`src/hdl/ntx_pkg.sv`:
```
// Shared types and constants for the newline normalize / tab expand block.
// Used by ntx_ctrl, ntx_datapath and the top level.
package ntx_pkg;

    localparam logic [7:0] CH_CR    = 8'h0D;
    localparam logic [7:0] CH_LF    = 8'h0A;
    localparam logic [7:0] CH_TAB   = 8'h09;
    localparam logic [7:0] CH_SPACE = 8'h20;

    localparam int         TAB_CFG_W       = 5;
    localparam logic [4:0] TAB_WIDTH_RESET = 5'd4;
    // width used to clamp the tab width against the largest tab stop spacing
    localparam int         CLAMP_W         = 7;

    typedef enum logic {
        ST_IDLE,
        ST_TAB
    } t_state;

    typedef struct packed {
        logic take_in;     // input transaction this cycle
        logic load_space;  // load next space of a tab run
        logic reduce;      // fold column back below the tab width
    } t_cmd;

    typedef struct packed {
        logic col_ge_w;    // stored column not below current tab width
        logic out_free;    // output register empty or being drained
        logic tab_multi;   // incoming byte is a tab needing more than one space
        logic rem_one;     // one space left in the current tab run
    } t_status;

endpackage

```
`src/hdl/ntx_ctrl.sv`:
```
// Controller for the normalizer: idle / tab-run sequencing, input ready.
// Depends on ntx_pkg for the state enum and command/status structs.
module ntx_ctrl (
    input  logic             i_clk,
    input  logic             i_rst_n,
    input  logic             i_s_tvalid,
    input  ntx_pkg::t_status i_status,
    output logic             o_ready,
    output ntx_pkg::t_cmd    o_cmd,
    output ntx_pkg::t_state  o_state
);
    import ntx_pkg::*;

    t_state r_state;
    t_state n_state;

    always_ff @(posedge i_clk) begin
        if (!i_rst_n) begin
            r_state <= ST_IDLE;
        end else begin
            r_state <= n_state;
        end
    end

    always_comb begin
        n_state = r_state;
        unique case (r_state)
            ST_IDLE: begin
                if (o_cmd.take_in && i_status.tab_multi) begin
                    n_state = ST_TAB;
                end
            end
            ST_TAB: begin
                if (i_status.out_free && i_status.rem_one) begin
                    n_state = ST_IDLE;
                end
            end
            default: n_state = ST_IDLE;
        endcase
    end

    always_comb begin
        o_ready          = 1'b0;
        o_cmd.take_in    = 1'b0;
        o_cmd.load_space = 1'b0;
        o_cmd.reduce     = 1'b0;
        unique case (r_state)
            ST_IDLE: begin
                o_ready       = !i_status.col_ge_w && i_status.out_free;
                o_cmd.take_in = i_s_tvalid && o_ready;
                o_cmd.reduce  = i_status.col_ge_w;
            end
            ST_TAB: begin
                o_cmd.load_space = i_status.out_free;
            end
            default: o_ready = 1'b0;
        endcase
    end

    assign o_state = r_state;

endmodule

```
`src/hdl/ntx_datapath.sv`:
```
// Datapath: tab width register, column/CR/sticky state, space counter,
// output register. Depends on ntx_pkg for character codes and structs.
module ntx_datapath #(
    parameter int MAX_TAB_WIDTH = 16
) (
    input  logic                             i_clk,
    input  logic                             i_rst_n,
    input  logic                             i_cfg_we,
    input  logic [ntx_pkg::TAB_CFG_W-1:0]    i_cfg_wdata,
    input  logic [7:0]                       i_s_tdata,
    input  logic                             i_s_tlast,
    input  ntx_pkg::t_cmd                    i_cmd,
    input  logic                             i_m_tready,
    output ntx_pkg::t_status                 o_status,
    output logic                             o_m_tvalid,
    output logic [7:0]                       o_m_tdata,
    output logic                             o_m_tlast,
    output logic                             o_m_tuser
);
    import ntx_pkg::*;

    localparam int CW = $clog2(MAX_TAB_WIDTH);
    localparam int WW = $clog2(MAX_TAB_WIDTH + 1);
    localparam logic [CLAMP_W-1:0] MAX_W = CLAMP_W'(MAX_TAB_WIDTH);

    logic [TAB_CFG_W-1:0] r_tw;
    logic [CW-1:0]        r_col;
    logic                 r_cr;
    logic                 r_changed;
    logic [CW-1:0]        r_rem;
    logic                 r_ovalid;
    logic [7:0]           r_obyte;
    logic                 r_olast;
    logic                 r_ochg;

    logic [CLAMP_W-1:0] tw_ext;
    logic [CLAMP_W-1:0] w_clamp;
    logic [WW-1:0]      w;
    logic [WW-1:0]      col_ext;
    logic [WW-1:0]      col_inc;
    logic [WW-1:0]      spaces;
    logic [CW-1:0]      n_col;
    logic               is_cr;
    logic               is_lf;
    logic               is_tab;
    logic               has_result;
    logic               load_out;
    logic [7:0]         res_byte;
    logic               res_last;
    logic               res_chg;

    always_comb begin
        tw_ext = CLAMP_W'(r_tw);
        priority if (tw_ext == '0) begin
            w_clamp = CLAMP_W'(1);
        end else if (tw_ext > MAX_W) begin
            w_clamp = MAX_W;
        end else begin
            w_clamp = tw_ext;
        end
    end

    assign w       = w_clamp[WW-1:0];
    assign col_ext = WW'(r_col);
    assign col_inc = col_ext + WW'(1);
    assign spaces  = w - col_ext;

    assign is_cr  = (i_s_tdata == CH_CR);
    assign is_lf  = (i_s_tdata == CH_LF);
    assign is_tab = (i_s_tdata == CH_TAB);
    // LF straight after CR yields nothing
    assign has_result = !(is_lf && r_cr);

    always_comb begin
        res_chg = r_changed || is_cr || is_tab;
        if (is_cr || is_lf) begin
            res_byte = CH_LF;
            res_last = 1'b1;
        end else if (is_tab) begin
            res_byte = CH_SPACE;
            res_last = (spaces == WW'(1));
        end else begin
            res_byte = i_s_tdata;
            res_last = 1'b1;
        end
    end

    always_comb begin
        if (is_cr || is_lf || is_tab || (col_inc == w)) begin
            n_col = '0;
        end else begin
            n_col = col_inc[CW-1:0];
        end
    end

    assign load_out = (i_cmd.take_in && has_result) || i_cmd.load_space;

    always_ff @(posedge i_clk) begin
        if (!i_rst_n) begin
            r_tw      <= TAB_WIDTH_RESET;
            r_col     <= '0;
            r_cr      <= 1'b0;
            r_changed <= 1'b0;
            r_ovalid  <= 1'b0;
        end else begin
            if (i_cfg_we) begin
                r_tw <= i_cfg_wdata;
            end
            if (i_cmd.take_in) begin
                if (i_s_tlast) begin
                    r_col     <= '0;
                    r_cr      <= 1'b0;
                    r_changed <= 1'b0;
                end else begin
                    r_col     <= n_col;
                    r_cr      <= is_cr;
                    r_changed <= res_chg;
                end
            end else if (i_cmd.reduce) begin
                r_col <= r_col - w[CW-1:0];
            end
            if (load_out) begin
                r_ovalid <= 1'b1;
            end else if (i_m_tready) begin
                r_ovalid <= 1'b0;
            end
        end
    end

    always_ff @(posedge i_clk) begin
        if (i_cmd.take_in) begin
            r_rem <= CW'(spaces - WW'(1));
        end else if (i_cmd.load_space) begin
            r_rem <= r_rem - CW'(1);
        end
        if (i_cmd.take_in) begin
            r_obyte <= res_byte;
            r_olast <= res_last;
            r_ochg  <= res_chg;
        end else if (i_cmd.load_space) begin
            r_obyte <= CH_SPACE;
            r_olast <= (r_rem == CW'(1));
            r_ochg  <= 1'b1;
        end
    end

    assign o_status.col_ge_w  = (col_ext >= w);
    assign o_status.out_free  = !r_ovalid || i_m_tready;
    assign o_status.tab_multi = is_tab && (spaces != WW'(1));
    assign o_status.rem_one   = (r_rem == CW'(1));

    assign o_m_tvalid = r_ovalid;
    assign o_m_tdata  = r_obyte;
    assign o_m_tlast  = r_olast;
    assign o_m_tuser  = r_ochg;

endmodule

```
`src/hdl/newline_normalize_tab_expand.sv`:
```
// Top level of the newline normalize / tab expand stream block.
// Instantiates ntx_ctrl and ntx_datapath; uses ntx_pkg.
//
// Turns a text byte stream into one with LF line endings and tabs expanded
// to spaces. CR becomes LF, an LF right after a CR is dropped, and a tab
// becomes enough spaces to reach the next tab stop (tab width from the
// configuration register, 0 acting as 1, clamped to MAX_TAB_WIDTH). Every
// byte other than a tab yields at most one output transaction; a tab holds
// the input until each space it produces has been loaded into the single
// output register, which the space counter refills. After a tab width
// change the stored column is folded below the new width by repeated
// subtraction before the next byte is taken. tlast on the output marks
// the last byte produced by one input byte and tuser is the sticky CR/tab
// flag of the stream; column and flags restart after an input byte with
// tlast set.
module newline_normalize_tab_expand #(
    parameter int MAX_TAB_WIDTH = 16
) (
    input  logic                          i_clk,
    input  logic                          i_rst_n,
    input  logic                          i_cfg_we,
    input  logic [ntx_pkg::TAB_CFG_W-1:0] i_cfg_wdata,  // tab_width
    input  logic                          i_s_tvalid,
    output logic                          o_s_tready,
    input  logic [7:0]                    i_s_tdata,    // [7:0] in_byte
    input  logic                          i_s_tlast,    // in_last
    output logic                          o_m_tvalid,
    input  logic                          i_m_tready,
    output logic [7:0]                    o_m_tdata,    // [7:0] out_byte
    output logic                          o_m_tlast,    // run_last
    output logic                          o_m_tuser     // [0] stream_changed
);
    import ntx_pkg::*;

    t_cmd    w_cmd;
    t_status w_status;
    t_state  w_state;

    ntx_ctrl u_ctrl (
        .i_clk      (i_clk),
        .i_rst_n    (i_rst_n),
        .i_s_tvalid (i_s_tvalid),
        .i_status   (w_status),
        .o_ready    (o_s_tready),
        .o_cmd      (w_cmd),
        .o_state    (w_state)
    );

    ntx_datapath #(
        .MAX_TAB_WIDTH (MAX_TAB_WIDTH)
    ) u_dp (
        .i_clk       (i_clk),
        .i_rst_n     (i_rst_n),
        .i_cfg_we    (i_cfg_we),
        .i_cfg_wdata (i_cfg_wdata),
        .i_s_tdata   (i_s_tdata),
        .i_s_tlast   (i_s_tlast),
        .i_cmd       (w_cmd),
        .i_m_tready  (i_m_tready),
        .o_status    (w_status),
        .o_m_tvalid  (o_m_tvalid),
        .o_m_tdata   (o_m_tdata),
        .o_m_tlast   (o_m_tlast),
        .o_m_tuser   (o_m_tuser)
    );

`ifndef SYNTH
    // a space is always pending while a tab run is in progress
    a_tab_out_valid: assert property (@(posedge i_clk) disable iff (!i_rst_n)
        (w_state == ST_TAB) |-> o_m_tvalid)
        else $error("tab run without pending output");

    // no input transaction while spaces are still being produced
    a_tab_no_input: assert property (@(posedge i_clk) disable iff (!i_rst_n)
        (w_state == ST_TAB) |-> !o_s_tready)
        else $error("input ready during tab run");

    // a non-final output of a run is followed right away by the next one
    a_run_continues: assert property (@(posedge i_clk) disable iff (!i_rst_n)
        (o_m_tvalid && i_m_tready && !o_m_tlast) |=> o_m_tvalid)
        else $error("run broken before its last byte");
`endif

endmodule
```
`config.mk`:
```
export PLATFORM = sky130hd
export DESIGN_NAME = newline_normalize_tab_expand
export DESIGN_NICKNAME = d
export VERILOG_FILES = /design/src/hdl/ntx_pkg.sv /design/src/hdl/ntx_ctrl.sv /design/src/hdl/ntx_datapath.sv /design/src/hdl/newline_normalize_tab_expand.sv
export SDC_FILE = /design/constraint.sdc
export NUM_CORES = 1
export LEC_CHECK = 0
export BUFFER_PORTS_ARGS = -buffer_cell sky130_fd_sc_hd__buf_2
export CELL_PAD_IN_SITES_DETAIL_PLACEMENT = 1
export CELL_PAD_IN_SITES_GLOBAL_PLACEMENT = 2
export CORE_UTILIZATION = 37
export CTS_CLUSTER_SIZE = 40
export DETAILED_ROUTE_END_ITERATION = 6
export GPL_TIMING_DRIVEN = 0
export HOLD_SLACK_MARGIN = 0.05
export PLACE_DENSITY_LB_ADDON = 0.2
export SETUP_SLACK_MARGIN = 0.02
export SYNTH_ARGS = -nofsm -noshare
export SYNTH_HDL_FRONTEND = slang
export SYNTH_HIERARCHICAL = 1
export SYNTH_SLANG_ARGS = --single-unit
```
`constraint.sdc`:
```
create_clock -name i_clk -period 6.8 [get_ports i_clk]
set_clock_uncertainty 0.05 [all_clocks]
set_input_delay 0 -clock i_clk [delete_from_list [all_inputs] [get_ports i_clk]]
set_output_delay 0 -clock i_clk [all_outputs]
set_load 0.005 [all_outputs]
```
; Word-level counts from Yosys, hierarchy flattened
; Index checks and enable logic that the tools add are counted.
; Widths: inputs -> output; s select.
[word_totals]
output_inout_bits = 12
input_bits = 19
elab_cells = 75
ff_bits = 27
[classes]
eq_ne = 7
n_lt_le_gt_ge = 2
n_reduce_logical = 21
addsub = 5
bitwise = 1
mux = 29
[ops]
columns = cell, n
row1 = $mux 8, 4
row2 = $eq 8x4->1 const B, 3
row3 = $mux 4, 6
row4 = $mux 1, 16
row5 = $mux 5, 2
row6 = $sub 4x1->4 const B, 2
row7 = $logic_and 1x1->1, 7
row8 = $logic_or 1x1->1, 7
row9 = $reduce_bool 2->1, 3
row10 = $add 4x1->5 const B, 1
row11 = $eq 5x1->1 const B, 1
row12 = $eq 5x5->1, 1
row13 = $ge 4x5->1, 1
row14 = $gt 5x5->1 const B, 1
row15 = $logic_not 5->1, 1
row16 = $ne 5x1->1 const B, 1
row17 = $sub 5x4->5, 1
row18 = $eq 4x1->1 const B, 1
row19 = $sub 4x4->4, 1
row20 = $logic_not 1->1, 3
row21 = $pmux 1 s2, 1
row22 = $not 1->1, 1

; Depth between registers and ports, before layout
[depth]
ltp_word = 11
depth_mapped = 16
depth_no_buf = 15

; By module
; The synthesis kept the hierarchy.
[by_module_without_submodules]
columns = mod, instances, cells_each, seq_area_each_um2, area_each_um2
row1 = ntx_datapath, 1, 212, 660.6, 1865.5
row2 = ntx_ctrl, 1, 8, 20.0, 76.3

; Worst setup path after synthesis
; No wires, ideal clock.
[synth_timing]
path_kind = register to register
startpoint = register u_dp.r_tw[4]
endpoint = register u_dp.r_obyte[0] (netlist: u_dp/o_m_tdata[0]), enable pin
n_path_buf = 4
stages_incl_launch_ff = 14
setup_time_ps = 349
slack_ps = 3481
period_less_slack_ps = 3319
required_ps = 6401
arrival_time_ps = 2921
cell_sequence = dfxtp_1 -> buf_4 -> or2b_1 -> ha_1 -> buf_2 -> nor2b_1 -> o31ai_1 -> nand2b_1 -> a21oi_1 -> and4bb_1 -> clkbuf_1 -> inv_1 -> clkbuf_1 -> nand2_1
[synth_rtl]
columns = item, line
row1 = start: declaration, ntx_datapath.sv:26  ; logic [TAB_CFG_W-1:0] r_tw;
row2 = start signal: assignment, ntx_datapath.sv:107  ; r_tw <= i_cfg_wdata;
row3 = end signal: assignment, ntx_datapath.sv:137  ; r_obyte <= res_byte;
row4 = end: declaration, ntx_datapath.sv:32  ; logic [7:0] r_obyte;

==> flow_metrics.env <==
export IMPL_status="finished clean"
export IMPL_worstMarginPinSlew_ns=0.608
export IMPL_post_place_cells=319
export IMPL_grt_first_pass_wirelength_um=8150
export IMPL_ys_warn_count=6
export IMPL_drt_first_pass_iters=4
export IMPL_end_kind="flip-flop"
export IMPL_cp_required_ns=6.64
export IMPL_die_y_um=74.4
export IMPL_switching_share_pct=44.3
export IMPL_leakage_uw=0.000961
export IMPL_synth_top_cell_area_share_pct=21.6
export IMPL_drive_gt1_share_pct=14.7
export IMPL_async_flop_share_pct=0
export IMPL_critical_path_class="reg2reg"
export IMPL_drv_slew=0
export IMPL_finalHoldViolations=0
export IMPL_postCtsResizedCells=0
export IMPL_drt_iter0_drc=41
export IMPL_grt_overflow=0
export IMPL_fin_cells=336
export IMPL_wire_per_inst_um=14.9
export IMPL_drcViolationCount=0
export IMPL_timing_rr_end="u_dp/r_rem[3]$_DFFE_PP_"
export IMPL_clkLatencyLatePin_ns=0.27
export IMPL_die_w_um=74.4
export IMPL_routed_wl_um=5000
export IMPL_r2r_worst_path_cells=13
export IMPL_ant_nets=0
export IMPL_root_buffer="clkbuf_8"
export IMPL_arrival_ns=3.88
export IMPL_critPathMostFrequentCell="clkbuf_1"
export IMPL_startpoint_type="flip-flop"
export IMPL_areaGrowthSynthToFinish_pct=21.0
export IMPL_max_freq_ghz=0.247
export IMPL_slew_headroom_pct=59.4
export IMPL_ioPinCount=31
export IMPL_syn_nets=252
export IMPL_clock_sinks=27
export IMPL_setup_worst_path_start="u_dp/r_tw[4]$_SDFFE_PN0P_"
export IMPL_crit_chain="buf_4 -> or2b_1 -> ha_1 -> buf_2 -> nor2b_1 -> o31ai_1 -> nand2b_1 -> a21oi_1 -> and4bb_1 -> clkbuf_1 -> inv_1 -> clkbuf_1 -> nand2_1"
export IMPL_whs_path_depth=3
export IMPL_cap_violations=0
export IMPL_fillers=631
export IMPL_grt_max_degree=15
export IMPL_p_sw_uw=403
export IMPL_syn_inst=220
export IMPL_vias=1748
export IMPL_grt_use_total_pct=19.4
export IMPL_n_antenna_cell=0
export IMPL_synth_edf_count=14
export IMPL_coreArea_um2=5070
export IMPL_yosys_register_bits=27
export IMPL_ys_seq_area_share_pct=35.1
export IMPL_viasPerCell=5.20
export IMPL_cts_reportedPaths_clkPinSlew_ns=0.10
export IMPL_critPathMaxStageDelay_ns=0.50
export IMPL_die_area_um2=5540
export IMPL_min_path_type="in2reg"
export IMPL_synthDistinctLibCells=51
export IMPL_fp_row_count=26
export IMPL_syn_area_per_cell_um2=8.83
export IMPL_cpMaxStageDelayCell="nand2_1"
export IMPL_synth_commonest_cells="nor2_1 (20), inv_1 (18), nand2_1 (17)"
export IMPL_grt_pass1_vias=1746
export IMPL_p_int_uw=507
export IMPL_gp_congestion=0.832
export IMPL_tns_ns=0
export IMPL_power_frac_clock_pct=10.3
export IMPL_combPwrFrac_pct=59.2
export IMPL_fin_crit_sh_pct=59.5
export IMPL_yosys_top_cells_area="edfxtp_1 (22%), dfxtp_1 (13%), ha_1 (7.7%), mux2i_1 (4.1%), nor2_1 (3.9%)"
export IMPL_ys_flop_type="edfxtp_1"
export IMPL_cts_tree="built"
export IMPL_r2r_start="u_dp/r_tw[4]$_SDFFE_PN0P_"
export IMPL_dp_hpwl_um=3840
export IMPL_ctsLongestPathBuffers=2
export IMPL_antenna_found_initial=0
export IMPL_final_nets=299
export IMPL_ctsHtreeMaxLevel=1
export IMPL_post_cts_buffers=0
export IMPL_pwr_share_seq_pct=30.5
export IMPL_numPortBuffers=29
export IMPL_min_to="u_dp/r_col[0]$_SDFFE_PN0P_"
export IMPL_r2r_slack_ns=2.76
export IMPL_synth_top_area_cell="edfxtp_1"
export IMPL_rsz0062_at_grt="false"
export IMPL_min_delay_start="i_rst_n"
export IMPL_yosysMostFrequentCell="nor2_1"
export IMPL_initial_core_util_pct=38.3
export IMPL_pwr_density_cell_nw_per_um2=387
export IMPL_setup_viol=0
export IMPL_critPathMaxFanout=14
export IMPL_mappedNetlistArea_um2=1940
export IMPL_numCtsBuffers=3
export IMPL_ir_drop_uv=160
export IMPL_min_period_ns=4.04
## cells by family after synthesis
logic type	synth area share, %
mux	4.12
flops	35.1
fa+ha+maj	8.76
buf+inv	5.86
compound gates	15.3
simple gates	24.5
xor+xnor	6.31
## sequential cells by signal, summed over array words and instances, names as in the netlist
register / count
u_dp/r_tw: 5
u_dp/o_m_tvalid: 1
u_dp/r_rem: 4
u_ctrl/o_state: 1
u_dp/o_m_tdata: 8
u_dp/r_col: 4
u_dp/r_cr: 1
u_dp/r_changed: 1
u_dp/o_m_tlast: 1
u_dp/o_m_tuser: 1
## layout by cell type (no fill, tap or decap), drive strengths merged, types with 10 or more instances in the layout
master       instances
dfxtp               13
nand2               17
nor2                20
buf                 31
a21oi               10
clkbuf              12
edfxtp              14
ha                  12
inv                 18
dlygate4sd3         13
## repair_timing
action	CTS	global route
endpoints found under the hold margin	13	0
setup endpoints to repair	0	0
hold buffers	13	0
## stage by stage
stage	utilization [%]	setup slack [ns]	hold WS [ns]	total power, µW	cell area [µm²]
finish	46.3	2.76	0.0739	910	2350
global route	46.3	2.46	0.0678	999	2350
CTS	46.3	2.69	0.0719	923	2350
detailed placement	42.9	2.73	0.177	818	2170
global placement	42.9	2.77	0.175	804	2170
floorplan	-	3.48	0.0119	672	1940
## worst max-delay path, delay by kind of cell, from the launching register on
kind,cells,cell delay (ns)
AO/OA/AOI/OAI,2,0.52
flip-flops,1,0.34
AND/OR/NAND/NOR,5,1.28
buffers and inverters,5,1.19
adder cells (fa/ha/maj),1,0.27
## layer usage
layer	wire [µm]	share of wire, %	GRT usage (%)	vias to the layer above
li1	-	-	-	870
met1	2180	44	23.1	834
met2	2570	51	35.8	38
met3	186	3.7	2.98	6
met4	60	1.2	5.66	0
met5	0	0	0	-
## worst max path at each step
stage	end	depth (start not counted)
final	u_dp/r_rem[3]$_DFFE_PP_	13
after global routing	u_dp/o_m_tdata[3]$_SDFFCE_PN0P_	13
after CTS	u_dp/o_m_tdata[1]$_SDFFCE_PN0P_	13
after detailed placement	u_dp/o_m_tdata[6]$_SDFFCE_PP0P_	13
after global placement	u_dp/r_rem[3]$_DFFE_PP_	13
after floorplan	u_dp/o_m_tdata[0]$_SDFFCE_PP0P_	13
## power groups by stage
stage	logic [µW]	registers (µW)	clock network, µW
3_3_place_gp	524	280	0
5_1_grt	611	284	104
2_1_floorplan	401	271	0
4_1_cts	546	279	97.8
6_report	539	277	93.8
3_5_place_dp	537	281	0
## area by class of cell
cell class	instances	area [µm²]	share of cell area, %
plain buffers	10	42.5	1.81
well taps	70	87.6	3.73
repair buffers	42	275	11.7
multi-input cells	164	1150	48.8
inverters	19	71.3	3.04
flip-flops and latches	27	681	29.0
clock buffers	4	45.0	1.92
(Power assumes the default switching activity.)
